[config.mk]
export PLATFORM = sky130hd
export DESIGN_NAME = gregorian_date_arithmetic_core
export DESIGN_NICKNAME = d
export VERILOG_FILES = /design/src/hw/rtl/gda_pkg.sv /design/src/hw/rtl/gregorian_date_arithmetic_core.sv /design/src/hw/rtl/gda_ctrl.sv /design/src/hw/rtl/gda_datapath.sv
export SDC_FILE = /design/constraint.sdc
export NUM_CORES = 1
export LEC_CHECK = 0
export BUFFER_PORTS_ARGS = -buffer_cell sky130_fd_sc_hd__buf_2
export CORE_ASPECT_RATIO = 1.25
export CORE_MARGIN = 2
export CORE_UTILIZATION = 35
export CTS_CLUSTER_DIAMETER = 50
export DETAILED_ROUTE_END_ITERATION = 6
export GPL_ROUTABILITY_DRIVEN = 0
export GPL_TIMING_DRIVEN = 0
export SKIP_CTS_REPAIR_TIMING = 1
export SLEW_MARGIN = 15
export SYNTH_ARGS = -nofsm -noshare
export SYNTH_HDL_FRONTEND = slang
export SYNTH_SLANG_ARGS = --single-unit
[constraint.sdc]
create_clock -name clk -period 6.9 [get_ports clk]
set_clock_uncertainty 0.1 [all_clocks]
set_input_delay 0.345 -clock clk [delete_from_list [all_inputs] [get_ports clk]]
set_output_delay 0.345 -clock clk [all_outputs]
set_load 0.01 [all_outputs]
[src/hw/rtl/gda_pkg.sv]
// Shared types, constants and calendar helper functions for the date arithmetic core.
package gda_pkg;

	localparam logic [14:0] YEAR_BIAS   = 15'd3200;
	localparam logic [22:0] ERA_DAYS    = 23'd146097;
	localparam logic [8:0]  DAYS_LEAP   = 9'd366;
	localparam logic [8:0]  DAYS_COMMON = 9'd365;
	localparam logic [12:0] Q100_MUL    = 13'd5243;
	localparam logic [3:0]  LAST_MP     = 4'd11;

	localparam logic [1:0] STS_OK    = 2'd0;
	localparam logic [1:0] STS_A_BAD = 2'd1;
	localparam logic [1:0] STS_B_BAD = 2'd2;
	localparam logic [1:0] STS_RANGE = 2'd3;

	typedef enum logic [3:0] {
		ST_IDLE,
		ST_A_PREP,
		ST_A_CHECK,
		ST_A_SERIAL,
		ST_B_PREP,
		ST_B_CHECK,
		ST_B_SERIAL,
		ST_ADD,
		ST_ERA,
		ST_YEAR,
		ST_MONTH,
		ST_FINISH,
		ST_DIFF,
		ST_DONE
	} state_t;

	typedef enum logic [3:0] {
		CMD_NONE,
		CMD_LOAD,
		CMD_PREP,
		CMD_CHECK,
		CMD_SERIAL,
		CMD_ADD,
		CMD_ERA,
		CMD_YEAR,
		CMD_MONTH,
		CMD_FINISH,
		CMD_DIFF
	} cmd_t;

	typedef struct packed {
		cmd_t cmd;
		logic sel_b;
	} ctrl_t;

	typedef struct packed {
		logic req_type;
		logic valid;
		logic era_ge;
		logic year_ge;
		logic month_ge;
	} stat_t;

	// Exact floor(x / 100) for x below 32768 whose quotient fits in eight bits.
	function automatic logic [7:0] q100(input logic [14:0] x);
		logic [27:0] p;
		p = 28'(x) * 28'(Q100_MUL);
		return p[26:19];
	endfunction

	function automatic logic [4:0] month_len(input logic [3:0] m, input logic leap);
		logic [4:0] len;
		case (m) inside
			4'd2: len = leap ? 5'd29 : 5'd28;
			4'd4, 4'd6, 4'd9, 4'd11: len = 5'd30;
			default: len = 5'd31;
		endcase
		return len;
	endfunction

	// Days before a month, counting from March as month index zero.
	function automatic logic [8:0] cum_days(input logic [3:0] mp);
		logic [8:0] c;
		case (mp)
			4'd0: c = 9'd0;
			4'd1: c = 9'd31;
			4'd2: c = 9'd61;
			4'd3: c = 9'd92;
			4'd4: c = 9'd122;
			4'd5: c = 9'd153;
			4'd6: c = 9'd184;
			4'd7: c = 9'd214;
			4'd8: c = 9'd245;
			4'd9: c = 9'd275;
			4'd10: c = 9'd306;
			4'd11: c = 9'd337;
			default: c = 9'd0;
		endcase
		return c;
	endfunction

	function automatic logic [3:0] mp_of_month(input logic [3:0] m);
		return (m >= 4'd3) ? 4'(m - 4'd3) : 4'(m + 4'd9);
	endfunction

endpackage

[src/hw/rtl/gregorian_date_arithmetic_core.sv]
// Top level of the Gregorian date arithmetic core: controller and datapath.
//
// A request is taken at a rising clock edge where start is high and busy is low.
// req_type 0 adds offset_days to date A; req_type 1 gives the days from date B
// to date A. The result is on res_year, res_month, res_day, diff_days and
// status when done is high; done is high for exactly one cycle and cannot be held off.
// Invalid dates give status 1 (date A) or 2 (date B); an added date whose year
// leaves 0..MAX_YEAR gives status 3. Unused result fields read zero.
// An invalid date A ends a request once it is checked, and an invalid date B once
// it is checked in turn. A difference converts both dates to day serials and
// subtracts them. An add converts date A, adds offset_days, then steps the day
// count down by 400-year eras, then by years, and then steps through the months.
// One request is in flight at a time; busy stays high from the accepting edge
// through the done cycle, and the next request can be taken in the cycle after.
// Reset returns the controller to idle with busy and done low; a request in
// progress is dropped.
module gregorian_date_arithmetic_core #(
	parameter int unsigned MAX_YEAR = 9999
) (
	input  logic               clk,
	input  logic               arst_n,
	input  logic               start,
	output logic               busy,
	output logic               done,
	input  logic               req_type,
	input  logic [13:0]        year_a,
	input  logic [3:0]         month_a,
	input  logic [4:0]         day_a,
	input  logic signed [20:0] offset_days,
	input  logic [13:0]        year_b,
	input  logic [3:0]         month_b,
	input  logic [4:0]         day_b,
	output logic [13:0]        res_year,
	output logic [3:0]         res_month,
	output logic [4:0]         res_day,
	output logic signed [22:0] diff_days,
	output logic [1:0]         status
);

	gda_pkg::ctrl_t ctrl;
	gda_pkg::stat_t stat;

	gda_ctrl u_ctrl (
		.clk    (clk),
		.arst_n (arst_n),
		.start  (start),
		.stat   (stat),
		.ctrl   (ctrl),
		.busy   (busy),
		.done   (done)
	);

	gda_datapath #(
		.MAX_YEAR (MAX_YEAR)
	) u_datapath (
		.clk         (clk),
		.arst_n      (arst_n),
		.ctrl        (ctrl),
		.stat        (stat),
		.req_type    (req_type),
		.year_a      (year_a),
		.month_a     (month_a),
		.day_a       (day_a),
		.offset_days (offset_days),
		.year_b      (year_b),
		.month_b     (month_b),
		.day_b       (day_b),
		.res_year    (res_year),
		.res_month   (res_month),
		.res_day     (res_day),
		.diff_days   (diff_days),
		.status      (status)
	);

endmodule

[src/hw/rtl/gda_ctrl.sv]
// Controller state machine that sequences the date arithmetic datapath.
module gda_ctrl (
	input  logic            clk,
	input  logic            arst_n,
	input  logic            start,
	input  gda_pkg::stat_t  stat,
	output gda_pkg::ctrl_t  ctrl,
	output logic            busy,
	output logic            done
);

	gda_pkg::state_t state_q;
	gda_pkg::state_t state_next;

	always_ff @(posedge clk or negedge arst_n) begin
		if (!arst_n) begin
			state_q <= gda_pkg::ST_IDLE;
		end else begin
			state_q <= state_next;
		end
	end

	always_comb begin
		state_next = state_q;
		unique case (state_q)
			gda_pkg::ST_IDLE: begin
				if (start) begin
					state_next = gda_pkg::ST_A_PREP;
				end
			end
			gda_pkg::ST_A_PREP: state_next = gda_pkg::ST_A_CHECK;
			gda_pkg::ST_A_CHECK: begin
				state_next = stat.valid ? gda_pkg::ST_A_SERIAL : gda_pkg::ST_DONE;
			end
			gda_pkg::ST_A_SERIAL: begin
				state_next = stat.req_type ? gda_pkg::ST_B_PREP : gda_pkg::ST_ADD;
			end
			gda_pkg::ST_B_PREP: state_next = gda_pkg::ST_B_CHECK;
			gda_pkg::ST_B_CHECK: begin
				state_next = stat.valid ? gda_pkg::ST_B_SERIAL : gda_pkg::ST_DONE;
			end
			gda_pkg::ST_B_SERIAL: state_next = gda_pkg::ST_DIFF;
			gda_pkg::ST_ADD: state_next = gda_pkg::ST_ERA;
			gda_pkg::ST_ERA: begin
				state_next = stat.era_ge ? gda_pkg::ST_ERA : gda_pkg::ST_YEAR;
			end
			gda_pkg::ST_YEAR: begin
				state_next = stat.year_ge ? gda_pkg::ST_YEAR : gda_pkg::ST_MONTH;
			end
			gda_pkg::ST_MONTH: begin
				state_next = stat.month_ge ? gda_pkg::ST_MONTH : gda_pkg::ST_FINISH;
			end
			gda_pkg::ST_FINISH: state_next = gda_pkg::ST_DONE;
			gda_pkg::ST_DIFF: state_next = gda_pkg::ST_DONE;
			gda_pkg::ST_DONE: state_next = gda_pkg::ST_IDLE;
			default: state_next = gda_pkg::ST_IDLE;
		endcase
	end

	always_comb begin
		ctrl.cmd   = gda_pkg::CMD_NONE;
		ctrl.sel_b = 1'b0;
		busy       = 1'b1;
		done       = 1'b0;
		unique case (state_q)
			gda_pkg::ST_IDLE: begin
				busy = 1'b0;
				if (start) begin
					ctrl.cmd = gda_pkg::CMD_LOAD;
				end
			end
			gda_pkg::ST_A_PREP: ctrl.cmd = gda_pkg::CMD_PREP;
			gda_pkg::ST_A_CHECK: ctrl.cmd = gda_pkg::CMD_CHECK;
			gda_pkg::ST_A_SERIAL: ctrl.cmd = gda_pkg::CMD_SERIAL;
			gda_pkg::ST_B_PREP: begin
				ctrl.cmd   = gda_pkg::CMD_PREP;
				ctrl.sel_b = 1'b1;
			end
			gda_pkg::ST_B_CHECK: begin
				ctrl.cmd   = gda_pkg::CMD_CHECK;
				ctrl.sel_b = 1'b1;
			end
			gda_pkg::ST_B_SERIAL: begin
				ctrl.cmd   = gda_pkg::CMD_SERIAL;
				ctrl.sel_b = 1'b1;
			end
			gda_pkg::ST_ADD: ctrl.cmd = gda_pkg::CMD_ADD;
			gda_pkg::ST_ERA: ctrl.cmd = gda_pkg::CMD_ERA;
			gda_pkg::ST_YEAR: ctrl.cmd = gda_pkg::CMD_YEAR;
			gda_pkg::ST_MONTH: ctrl.cmd = gda_pkg::CMD_MONTH;
			gda_pkg::ST_FINISH: ctrl.cmd = gda_pkg::CMD_FINISH;
			gda_pkg::ST_DIFF: ctrl.cmd = gda_pkg::CMD_DIFF;
			gda_pkg::ST_DONE: done = 1'b1;
			default: ctrl.cmd = gda_pkg::CMD_NONE;
		endcase
	end

	a_done_single: assert property (@(posedge clk) disable iff (!arst_n)
		done |=> !done)
		else $error("done strobe lasted more than one cycle");

	a_accept_busy: assert property (@(posedge clk) disable iff (!arst_n)
		(start && !busy) |=> busy)
		else $error("accepted request did not make the core busy");

	a_done_ready: assert property (@(posedge clk) disable iff (!arst_n)
		done |=> !busy)
		else $error("core not ready after delivering a result");

endmodule

[src/hw/rtl/gda_datapath.sv]
// Datapath with serial day conversion, era, year and month stepping, and result registers.
module gda_datapath #(
	parameter int unsigned MAX_YEAR = 9999
) (
	input  logic               clk,
	input  logic               arst_n,
	input  gda_pkg::ctrl_t     ctrl,
	output gda_pkg::stat_t     stat,
	input  logic               req_type,
	input  logic [13:0]        year_a,
	input  logic [3:0]         month_a,
	input  logic [4:0]         day_a,
	input  logic signed [20:0] offset_days,
	input  logic [13:0]        year_b,
	input  logic [3:0]         month_b,
	input  logic [4:0]         day_b,
	output logic [13:0]        res_year,
	output logic [3:0]         res_month,
	output logic [4:0]         res_day,
	output logic signed [22:0] diff_days,
	output logic [1:0]         status
);

	logic               req_type_q;
	logic [13:0]        ya_q;
	logic [3:0]         ma_q;
	logic [4:0]         da_q;
	logic signed [20:0] off_q;
	logic [13:0]        yb_q;
	logic [3:0]         mb_q;
	logic [4:0]         db_q;

	logic [7:0]  yq_q;
	logic [14:0] yy_q;
	logic [7:0]  yyq_q;
	logic [8:0]  doy_q;
	logic [22:0] sa_q;
	logic [22:0] sb_q;
	logic [22:0] z_q;
	logic [5:0]  era_q;
	logic [8:0]  yoe_q;
	logic [3:0]  mp_q;

	logic [13:0]        res_year_q;
	logic [3:0]         res_month_q;
	logic [4:0]         res_day_q;
	logic signed [22:0] diff_days_q;
	logic [1:0]         status_q;

	logic [13:0] y_sel;
	logic [3:0]  m_sel;
	logic [4:0]  d_sel;
	logic [14:0] y_hund;
	logic        r_zero;
	logic        leap_sel;
	logic [4:0]  mlen_sel;
	logic        valid_sel;
	logic [23:0] serial;
	logic [23:0] z_sum;
	logic [8:0]  yoe_next;
	logic        leap_era;
	logic [8:0]  ylen;
	logic [3:0]  mp_next;
	logic [4:0]  fin_day;
	logic [3:0]  fin_month;
	logic [16:0] fin_year_full;
	logic [16:0] fin_year;
	logic        fin_range_bad;
	logic [23:0] dv;
	logic [22:0] dv_sat;

	assign y_sel = ctrl.sel_b ? yb_q : ya_q;
	assign m_sel = ctrl.sel_b ? mb_q : ma_q;
	assign d_sel = ctrl.sel_b ? db_q : da_q;

	// The leap year test reuses the quotient by 100 registered in the prepare step.
	assign y_hund   = 15'(yq_q) * 15'd100;
	assign r_zero   = ({1'b0, y_sel} == y_hund);
	assign leap_sel = ((y_sel[1:0] == 2'b00) && !r_zero) || (r_zero && (yq_q[1:0] == 2'b00));
	assign mlen_sel = gda_pkg::month_len(m_sel, leap_sel);
	assign valid_sel = (m_sel >= 4'd1) && (m_sel <= 4'd12)
		&& (17'(y_sel) <= 17'(MAX_YEAR))
		&& (d_sel != 5'd0) && (d_sel <= mlen_sel);

	assign serial = 24'(yy_q) * 24'(gda_pkg::DAYS_COMMON) + 24'(yy_q >> 2)
		- 24'(yyq_q) + 24'(yyq_q >> 2) + 24'(doy_q);

	assign z_sum = {1'b0, sa_q} + {{3{off_q[20]}}, off_q};

	// The year of era index n runs from March of n to February of n + 1.
	assign yoe_next = yoe_q + 9'd1;
	assign leap_era = (yoe_next[1:0] == 2'b00) && (yoe_next != 9'd100)
		&& (yoe_next != 9'd200) && (yoe_next != 9'd300);
	assign ylen = leap_era ? gda_pkg::DAYS_LEAP : gda_pkg::DAYS_COMMON;
	assign mp_next = mp_q + 4'd1;

	assign fin_day   = 5'(z_q[8:0] - gda_pkg::cum_days(mp_q) + 9'd1);
	assign fin_month = (mp_q < 4'd10) ? 4'(mp_q + 4'd3) : 4'(mp_q - 4'd9);
	assign fin_year_full = 17'(era_q) * 17'd400 + 17'(yoe_q) + 17'(fin_month <= 4'd2);
	assign fin_year = fin_year_full - 17'(gda_pkg::YEAR_BIAS);
	assign fin_range_bad = (fin_year_full < 17'(gda_pkg::YEAR_BIAS))
		|| (fin_year > 17'(MAX_YEAR));

	assign dv = {1'b0, sa_q} - {1'b0, sb_q};
	assign dv_sat = (dv[23] != dv[22]) ? (dv[23] ? 23'h400000 : 23'h3FFFFF) : dv[22:0];

	assign stat.req_type = req_type_q;
	assign stat.valid    = valid_sel;
	assign stat.era_ge   = (z_q >= gda_pkg::ERA_DAYS);
	assign stat.year_ge  = (z_q >= 23'(ylen));
	assign stat.month_ge = (mp_q < gda_pkg::LAST_MP) && (z_q >= 23'(gda_pkg::cum_days(mp_next)));

	always_ff @(posedge clk) begin
		unique case (ctrl.cmd)
			gda_pkg::CMD_LOAD: begin
				req_type_q <= req_type;
				ya_q       <= year_a;
				ma_q       <= month_a;
				da_q       <= day_a;
				off_q      <= offset_days;
				yb_q       <= year_b;
				mb_q       <= month_b;
				db_q       <= day_b;
			end
			gda_pkg::CMD_PREP: begin
				yq_q  <= gda_pkg::q100({1'b0, y_sel});
				yy_q  <= 15'(y_sel) + gda_pkg::YEAR_BIAS - 15'(m_sel <= 4'd2);
				doy_q <= gda_pkg::cum_days(gda_pkg::mp_of_month(m_sel)) + 9'(d_sel) - 9'd1;
			end
			gda_pkg::CMD_CHECK: begin
				yyq_q <= gda_pkg::q100(yy_q);
				if (!valid_sel) begin
					res_year_q  <= '0;
					res_month_q <= '0;
					res_day_q   <= '0;
					diff_days_q <= '0;
					status_q    <= ctrl.sel_b ? gda_pkg::STS_B_BAD : gda_pkg::STS_A_BAD;
				end
			end
			gda_pkg::CMD_SERIAL: begin
				if (ctrl.sel_b) begin
					sb_q <= serial[22:0];
				end else begin
					sa_q <= serial[22:0];
				end
			end
			gda_pkg::CMD_ADD: begin
				z_q   <= z_sum[22:0];
				era_q <= '0;
				yoe_q <= '0;
				mp_q  <= '0;
			end
			gda_pkg::CMD_ERA: begin
				if (stat.era_ge) begin
					z_q   <= z_q - gda_pkg::ERA_DAYS;
					era_q <= era_q + 6'd1;
				end
			end
			gda_pkg::CMD_YEAR: begin
				if (stat.year_ge) begin
					z_q   <= z_q - 23'(ylen);
					yoe_q <= yoe_next;
				end
			end
			gda_pkg::CMD_MONTH: begin
				if (stat.month_ge) begin
					mp_q <= mp_next;
				end
			end
			gda_pkg::CMD_FINISH: begin
				diff_days_q <= '0;
				if (fin_range_bad) begin
					res_year_q  <= '0;
					res_month_q <= '0;
					res_day_q   <= '0;
					status_q    <= gda_pkg::STS_RANGE;
				end else begin
					res_year_q  <= fin_year[13:0];
					res_month_q <= fin_month;
					res_day_q   <= fin_day;
					status_q    <= gda_pkg::STS_OK;
				end
			end
			gda_pkg::CMD_DIFF: begin
				res_year_q  <= '0;
				res_month_q <= '0;
				res_day_q   <= '0;
				diff_days_q <= dv_sat;
				status_q    <= gda_pkg::STS_OK;
			end
			default: begin
			end
		endcase
	end

	assign res_year  = res_year_q;
	assign res_month = res_month_q;
	assign res_day   = res_day_q;
	assign diff_days = diff_days_q;
	assign status    = status_q;

	a_year_in_era: assert property (@(posedge clk) disable iff (!arst_n)
		(ctrl.cmd == gda_pkg::CMD_YEAR) |-> (z_q < gda_pkg::ERA_DAYS))
		else $error("year stepping started outside one era");

	a_month_in_year: assert property (@(posedge clk) disable iff (!arst_n)
		(ctrl.cmd == gda_pkg::CMD_MONTH) |-> (z_q < 23'(gda_pkg::DAYS_LEAP)))
		else $error("month stepping started outside one year");

endmodule

==> metrics, run 1 <==
design area=31800 µm²; ratio of cells with drive above 1 in the final layout=11.7%; CTS Buffer Depth=3; Worst path slowest cell=fa_1; Syn Inst Count=2571; GR Util met3=2.11%; reg2reg setup slack=0.28 ns; area of the multi-input gates=17900 µm²; Arr. time, crit path=6.84 ns; Vias/cell=4.93; placed cell area=29200 µm²; Primary FF master, synth=edfxtp_1; Max Freq=151 MHz; CTS tree=built; register area share after synthesis=27.7%; count of cell types in the netlist=85; Reg clk slew, reported paths=0.05 ns; Port Buffer Count=120; vias in the first global route=19600; most frequent cells in the layout=452 x ha_1, 450 x inv_1, 244 x edfxtp_1; Yosys reg bits=253; Slew headroom=27.9%; met2 GRT Util=30.7%; Routed WL per cell=16.7 µm; Critical path origin=u_ctrl.state_q[2]$_DFFE_PN0P_; final hold violations=0; Slowest Stage Delay on Critical Path=0.52 ns; Pre-Repair DR Iteration Count=5; Reg area=7530 µm²; Area Growth Syn to Fin=17.2%; Core Box Area=77000 µm²; Inserted Diodes=0; Ys Warns=0; first-pass GRT wire length=102000 µm; largest net degree at the start of global routing=49; # clock sinks=253; status=finished clean; CP Launch Type=flop; FF-to-FF Start=u_ctrl.state_q[2]$_DFFE_PN0P_; CP max FO=10; asr flop ratio synth=1.58%; most common cell after layout, fill and taps aside=ha_1; final core utilization=41.3%; Min-Delay Path Class=input port to async pin; Post-Syn Area=27100 µm²; crit end category=flop; DRC=0; antenna-violating nets left=0; total global routing overflow=0; chip height=315 µm; CP dominant cell by count=fa_1; Worst Path Required=7.12 ns; Avg Inst Size Synth=10.6 µm²; hpwl dp=52500 µm; final worst-path cycle share=95.9%; met1 Resource Use GR=19.2%; full die area=79800 µm²; H-tree depth=2; root buffer cell=clkbuf_16; minimum clock period=6.62 ns; total wire length=64700 µm; Slew @ Worst Pin=1.07 ns; Post-synth EDFFs=244; vias=19100; num rows=114; Final Max Tran Viols=0; final setup violation count=0; Most Used Layer, Global Route=met2; Num CTS Buffers=40; Die Wd=253 µm; Post-Syn Nets=3331; Worst-Skew Late Latency=0.57 ns; drt first-iter violations=747; antenna violations before repair=0; fin nets=3618; CP Class=flop to flop; fill count=7413; overall routing resource usage=16.3%; IO Pins=121; Initial Utilization=35.2%; maxcap violations=0
## worst paths after layout
| kind | endpoint | cells past startpoint |
|---|---|---|
| max reg2reg | u_datapath.yq_q[7]$_DFFE_PN_ | 26 |
| max | u_datapath.yq_q[7]$_DFFE_PN_ | 26 |
| min | u_ctrl.state_q[3]$_DFFE_PN0P_ | 2 |
| min in group clk | u_ctrl.state_q[0]$_DFFE_PN0P_ | 3 |
| min reg2reg | u_datapath.z_q[22]$_DFFE_PP_ | 2 |
| max in group asynchronous | u_ctrl.state_q[2]$_DFFE_PN0P_ | 2 |
## synth_stat cells (all sizes together) (13+ instances only)
cell    instances  area (µm²)
nand2b         28         175
fa            236        4720
nand3          43         215
xor2           47         419
nand2         108         405
inv           453        1700
nor2          123         464
and2           14        87.6
mux2i          29         290
nor2b          22         138
o21bai         22         165
o21a           28         210
clkbuf         37         159
o21ai          81         405
a21oi          97         485
ha            453        5670
nor3           62         397
xnor2         109         981
o22ai          24         150
edfxtp        244        7330
a21o           71         533
and3           13        82.6
a221oi         15         131
## registers in the layout, summed over array words and instances, names as in the netlist, 15 cells and up, named ones only
name and flops:
u_datapath.diff_days 23, u_datapath.sa_q 23, u_datapath.sb_q 23, u_datapath.z_q 23, u_datapath.off_q 21, u_datapath.yy_q 15
## cell type report
class	count	area share (%)
multi-input cells	1817	56.4
clock buffers	49	3.42
flip-flops and latches	253	23.7
well taps	986	3.88
clock inverters	24	0.862
plain buffers	46	0.834
inverters	453	5.37
repair buffers	247	5.53
## cell families after synthesis
family	after synthesis	synth area share, %
buffers and inverters	501	7.13
AOI/OAI and AO/OA	449	11.1
xor gates and xnor gates	156	5.16
muxes	37	1.40
and+or+nand+nor	486	9.16
DFF	253	27.7
adders and majority gates	689	38.3
## stage by stage
| step | hold WS (ns) | std cells | TNS, ns | worst slack, ns |
|---|---|---|---|---|
| 3_5_place_dp | 0.0548 | 3687 | -42.45 | -2.33 |
| 3_3_place_gp | 0.0537 | 3677 | -206.20 | -3.64 |
| 4_1_cts | -0.557 | 3760 | -44.04 | -2.34 |
| 2_1_floorplan | -0.0506 | 2571 | 0 | 0.0428 |
| 6_report | 0.108 | 3875 | 0 | 0.282 |
| 5_1_grt | 0.0716 | 3875 | -0.127 | -0.0761 |
## metal layers
metal  up-vias  wire length, µm
met1      9278            26600
met5         -                0
met2       301            34100
met4         0             1780
met3        89             2170
li1       9428                -
## worst max-delay path, delay by kind of cell (launching register included)
family / cells / cell delay, ns
AND/OR/NAND/NOR: 5 / 0.60
multiplexers: 1 / 0.36
flip-flops: 1 / 0.45
XOR/XNOR: 1 / 0.08
buffers and inverters: 6 / 0.89
AO/OA/AOI/OAI: 7 / 1.44
adder cells (fa/ha/maj): 6 / 2.44
Power of run 1 is left out: the tool's default activity adds up to more than one toggle a clock period on the data nets, which glitch-free logic cannot reach.
==> run 2: changes to the inputs <==
==> constraint.sdc (replaced) <==
create_clock -name clk -period 6.9 [get_ports clk]
set_clock_uncertainty 0.1 [all_clocks]
set_input_delay 1.38 -clock clk [delete_from_list [all_inputs] [get_ports clk]]
set_output_delay 1.38 -clock clk [all_outputs]
set_load 0.01 [all_outputs]
==> run 2 against run 1 <==
Wire length is 1.5% lower. Register-to-register slack is essentially flat. Setup slack gained 0.0066 ns. Cell area fell by 2.2%. Count of clock-buffer cells in the layout did not move. Cell count shrank 1.8%. Global-route usage unchanged. Non-clock buffer count down 69. Critical path depth unchanged. Maximum frequency is 0.10% higher. Die area is the same. Critical endpoint unchanged.
==> metrics, run 2 (synthesis results as in run 1) <==
IO Pins=121; maxcap violations=0; WHS=0.509 ns; first-pass GRT wire length=102000 µm; total global routing overflow=0; Max Freq=151 MHz; final worst-path cycle share=95.8%; Reg2Reg Depth=26; Final Max Tran Viols=0; Port Buffer Count=120; crit path buf inv count=6; crit end category=flop; CP Depth=26; Slew headroom=27.9%; Worst-Skew Late Latency=0.57 ns; Pre-Repair DR Iteration Count=5; reg2reg setup slack=0.29 ns; delay-heaviest family, CP=adder cells; full die area=79800 µm²; GR Util met3=2.11%; antenna violations before repair=1; CP dominant cell by count=fa_1; vias=18800; design area=31100 µm²; Worst Path Required=7.12 ns; Routed WL per cell=16.7 µm; Arr. time, crit path=6.83 ns; H-tree depth=2; most common cell after layout, fill and taps aside=ha_1; Slew @ Worst Pin=1.07 ns; CP Class=flop to flop; hpwl dp=52500 µm; most frequent cells in the layout=452 x ha_1, 450 x inv_1, 244 x edfxtp_1; root buffer cell=clkbuf_16; ratio of cells with drive above 1 in the final layout=12.0%; met1 Resource Use GR=19.2%; minimum clock period=6.61 ns; Vias/cell=4.93; Hold Crit Depth=2; CTS Buffer Depth=3; CP max FO=10; final setup violation count=0; Reg clk slew, reported paths=0.05 ns; DRC=0; largest net degree at the start of global routing=49; fin nets=3549; Initial Utilization=35.2%; Num CTS Buffers=40; Worst path slowest cell=fa_1; Slowest Stage Delay on Critical Path=0.52 ns; # clock sinks=253; Final Non-Filler Cells=3807; # placed instances=3687; chip height=315 µm; final hold violations=0; Core Box Area=77000 µm²; antenna-violating nets left=0; CP Launch Type=flop; overall routing resource usage=16.3%; Most Used Layer, Global Route=met2; Area Growth Syn to Fin=14.6%; num rows=114; total wire length=63700 µm; Die Wd=253 µm; Min-Delay Path Class=flop to flop; status=finished clean; placed cell area=29200 µm²; vias in the first global route=19600; met2 GRT Util=30.7%; drt first-iter violations=758; CTS tree=built
run 2: path summary, 6_finish.rpt:
path	from	end
worst min-delay path	u_datapath.z_q[16]$_DFFE_PP_	u_datapath.z_q[16]$_DFFE_PP_
max in group asynchronous	arst_n	u_ctrl.state_q[2]$_DFFE_PN0P_
worst max register to register	u_ctrl.state_q[2]$_DFFE_PN0P_	u_datapath.yq_q[7]$_DFFE_PN_
worst max-delay path	u_ctrl.state_q[2]$_DFFE_PN0P_	u_datapath.yq_q[7]$_DFFE_PN_
min in group asynchronous	arst_n	u_ctrl.state_q[3]$_DFFE_PN0P_
worst min register to register	u_datapath.z_q[16]$_DFFE_PP_	u_datapath.z_q[16]$_DFFE_PP_
run 2: tightest hold or removal path, stage by stage (launching register included):
cell and delay [ns]:
edfxtp_1 0.35, a22oi_1 0.07, o21ai_0 0.07
run 2: metal layers:
layer | routed length, µm | up-vias
met4 | 1770 | 0
met2 | 33400 | 311
met1 | 26200 | 9101
met3 | 2340 | 87
li1 | - | 9286
met5 | 0 | -
run 2: final cells by class:
cell class | count | area (µm²)
Sequential cell | 253 | 7530
Fill cell | 7483 | 45900
Inverter | 453 | 1710
Clock inverter | 24 | 274
Multi-Input combinational cell | 1817 | 17900
Timing Repair Buffer | 178 | 1070
Clock buffer | 49 | 1090
Tap cell | 986 | 1230
Antenna cell | 1 | 2.50
Buffer | 46 | 265
run 2: stage by stage:
step | TNS (ns) | worst slack (ns) | util, %
after floorplan | 0 | 0.0428 | -
after global placement | -206.20 | -3.64 | 37.7
after detailed placement | -42.45 | -2.33 | 37.9
after CTS | -44.04 | -2.34 | 39.6
after global routing | -0.127 | -0.0763 | 40.4
final | 0 | 0.289 | 40.4
Power of run 2 is left out for the same reason.
==> run 3: changes to the inputs <==
CTS_BUF_LIST = sky130_fd_sc_hd__clkbuf_4   (was unset)
==> run 3 against run 2 <==
Global-route usage rose by 0.17 points. Core utilization fell by 0.46 points. Cell area fell by 1.1%. Sequential share of layout area rose by 0.28 points. Non-clock buffer count rose by 4. Via count rose by 1.5%. Cell count rose by 1.8%. Highest routed layer is now met5. Wire length rose by 1.6%.
==> metrics, run 3 (synthesis results as in run 1) <==
CP cell instances=nor2b_4 -> nand2_4 -> buf_12 -> buf_16 -> buf_4 -> mux2i_4 -> clkinvlp_4 -> fa_1 -> ha_1 -> fa_1 -> fa_1 -> fa_1 -> ha_1 -> a21oi_1 -> o22ai_1 -> nor2_2 -> nor2_1 -> a311o_1 -> o21a_1 -> o31a_1 -> nor3_2 -> o21bai_1 -> a21oi_1 -> xnor2_1; status=finished clean; largest net degree at the start of global routing=49; crit end category=flop; Num CTS Buffers=74; Reg clk slew, reported paths=0.06 ns; Worst-Skew Late Latency=0.83 ns; antenna-violating nets left=0; Arr. time, crit path=7.18 ns; Max Freq=149 MHz; Port Buffer Count=120; H-tree depth=3; vias=19100; Area Growth Syn to Fin=13.3%; chip height=315 µm; Min-Delay Path Class=input port to async pin; DRC=0; Slew headroom=27.9%; antenna violations before repair=4; CTS tree=built; Worst Path Required=7.35 ns; vias in the first global route=19800; final hold violations=0; Routed WL per cell=16.7 µm; reg2reg end=u_datapath.yq_q[7]$_DFFE_PN_; # clock sinks=253; RSZ-0062 raised after global routing=yes; fin nets=3589; maxcap violations=0; total global routing overflow=0; Slowest Stage Delay on Critical Path=0.54 ns; CTS Buffer Depth=3; final setup violation count=0; Initial Utilization=35.2%; CP Launch Type=flop; DP Worst Slack=-2.33 ns; most frequent cells in the layout=451 x ha_1, 450 x inv_1, 244 x edfxtp_1; setup ws final=0.170 ns; reg2reg setup slack=0.17 ns; Core Box Area=77000 µm²; final worst-path cycle share=97.5%; CP dominant cell by count=fa_1; Final Max Tran Viols=0; first-pass GRT wire length=103000 µm; minimum clock period=6.73 ns; WHS=0.259 ns; num rows=114; overall routing resource usage=16.5%; full die area=79800 µm²; Pre-Repair DR Iteration Count=5; CP Class=flop to flop; root buffer cell=clkbuf_4; IO Pins=121; fill count=7552; hpwl dp=52500 µm; Setup Total Neg Slack=0 ns; FF-to-FF Start=u_ctrl.state_q[3]$_DFFE_PN0P_; ratio of cells with drive above 1 in the final layout=13.8%; total wire length=64700 µm; Die Wd=253 µm; CP max FO=10; Vias/cell=4.92; Reg2Reg Depth=24; drt first-iter violations=695; Slew @ Worst Pin=1.07 ns; CP Capture Point=u_datapath.yq_q[7]$_DFFE_PN_; Worst path slowest cell=fa_1; Critical path origin=u_ctrl.state_q[3]$_DFFE_PN0P_; most common cell after layout, fill and taps aside=ha_1
[run 3: cell types whose count changed in the layout (fill, tap and decap cells not counted), moves of 2 or more]
| cell | previous run | this run |
|---|---|---|
| buf_4 | 55 | 58 |
| clkbuf_16 | 42 | 0 |
| diode_2 | 1 | 5 |
| bufinv_16 | 4 | 0 |
| a21oi_1 | 97 | 95 |
| clkinv_1 | 1 | 12 |
| clkinv_4 | 4 | 0 |
| inv_8 | 2 | 0 |
| clkinv_2 | 6 | 9 |
| clkinvlp_4 | 7 | 4 |
| clkbuf_1 | 39 | 33 |
| a21oi_2 | 0 | 2 |
| clkbuf_4 | 0 | 108 |
[run 3: layout make-up]
type                       count  area (µm²)  share of cell area (%)
antenna                        5        12.5                  0.0407
sequential                   253        7530                    24.5
inverter                     453        1710                    5.57
clock inverter                22        97.6                   0.317
multi-input combinational   1819       18000                    58.5
tap                          986        1230                    4.01
buffer                        46         265                   0.862
timing repair buffer         182        1110                    3.61
clock buffer                 108         811                    2.64
[run 3: critical path: cells and delay by family (launching register included)]
kind            cells  cell delay (ns)
compound gates      7             1.42
buf+inv             4             0.77
mux                 1             0.29
flops               1             0.49
simple gates        5             0.65
fa+ha+maj           6             2.66
xor+xnor            1             0.08
[run 3: how the worst min path moves through the flow]
| stage | startpoint | endpoint | cells after the start |
|---|---|---|---|
| 2_1_floorplan | u_datapath.z_q[16]$_DFFE_PP_ | u_datapath.z_q[16]$_DFFE_PP_ | 2 |
| 5_1_grt | arst_n | u_ctrl.state_q[2]$_DFFE_PN0P_ | 1 |
| 3_3_place_gp | u_datapath.yyq_q[0]$_DFFE_PN_ | u_datapath.sb_q[0]$_DFFE_PP_ | 1 |
| 6_report | arst_n | u_ctrl.state_q[1]$_DFFE_PN0P_ | 1 |
| 4_1_cts | arst_n | u_ctrl.state_q[2]$_DFFE_PN0P_ | 1 |
| 3_5_place_dp | u_datapath.yyq_q[0]$_DFFE_PN_ | u_datapath.sb_q[0]$_DFFE_PP_ | 1 |
[run 3: metal layers]
layer  vias up  routed length, µm  global-route usage, %
li1       9416                  -                      -
met1      9208              26400                   19.1
met2       330              33700                   30.7
met3       116               2320                   2.37
met4         2               2270                   6.09
met5         -                 11                      0
[run 3: through the flow]
| stage | instance area (µm²) | instances | util, % |
|---|---|---|---|
| 6_report | 30800 | 3874 | 39.9 |
| 3_3_place_gp | 29000 | 3677 | 37.7 |
| 3_5_place_dp | 29200 | 3687 | 37.9 |
| 5_1_grt | 30800 | 3874 | 39.9 |
| 4_1_cts | 30100 | 3817 | 39.0 |
| 2_1_floorplan | 27200 | 2571 | - |
Power of run 3 is left out for the same reason.
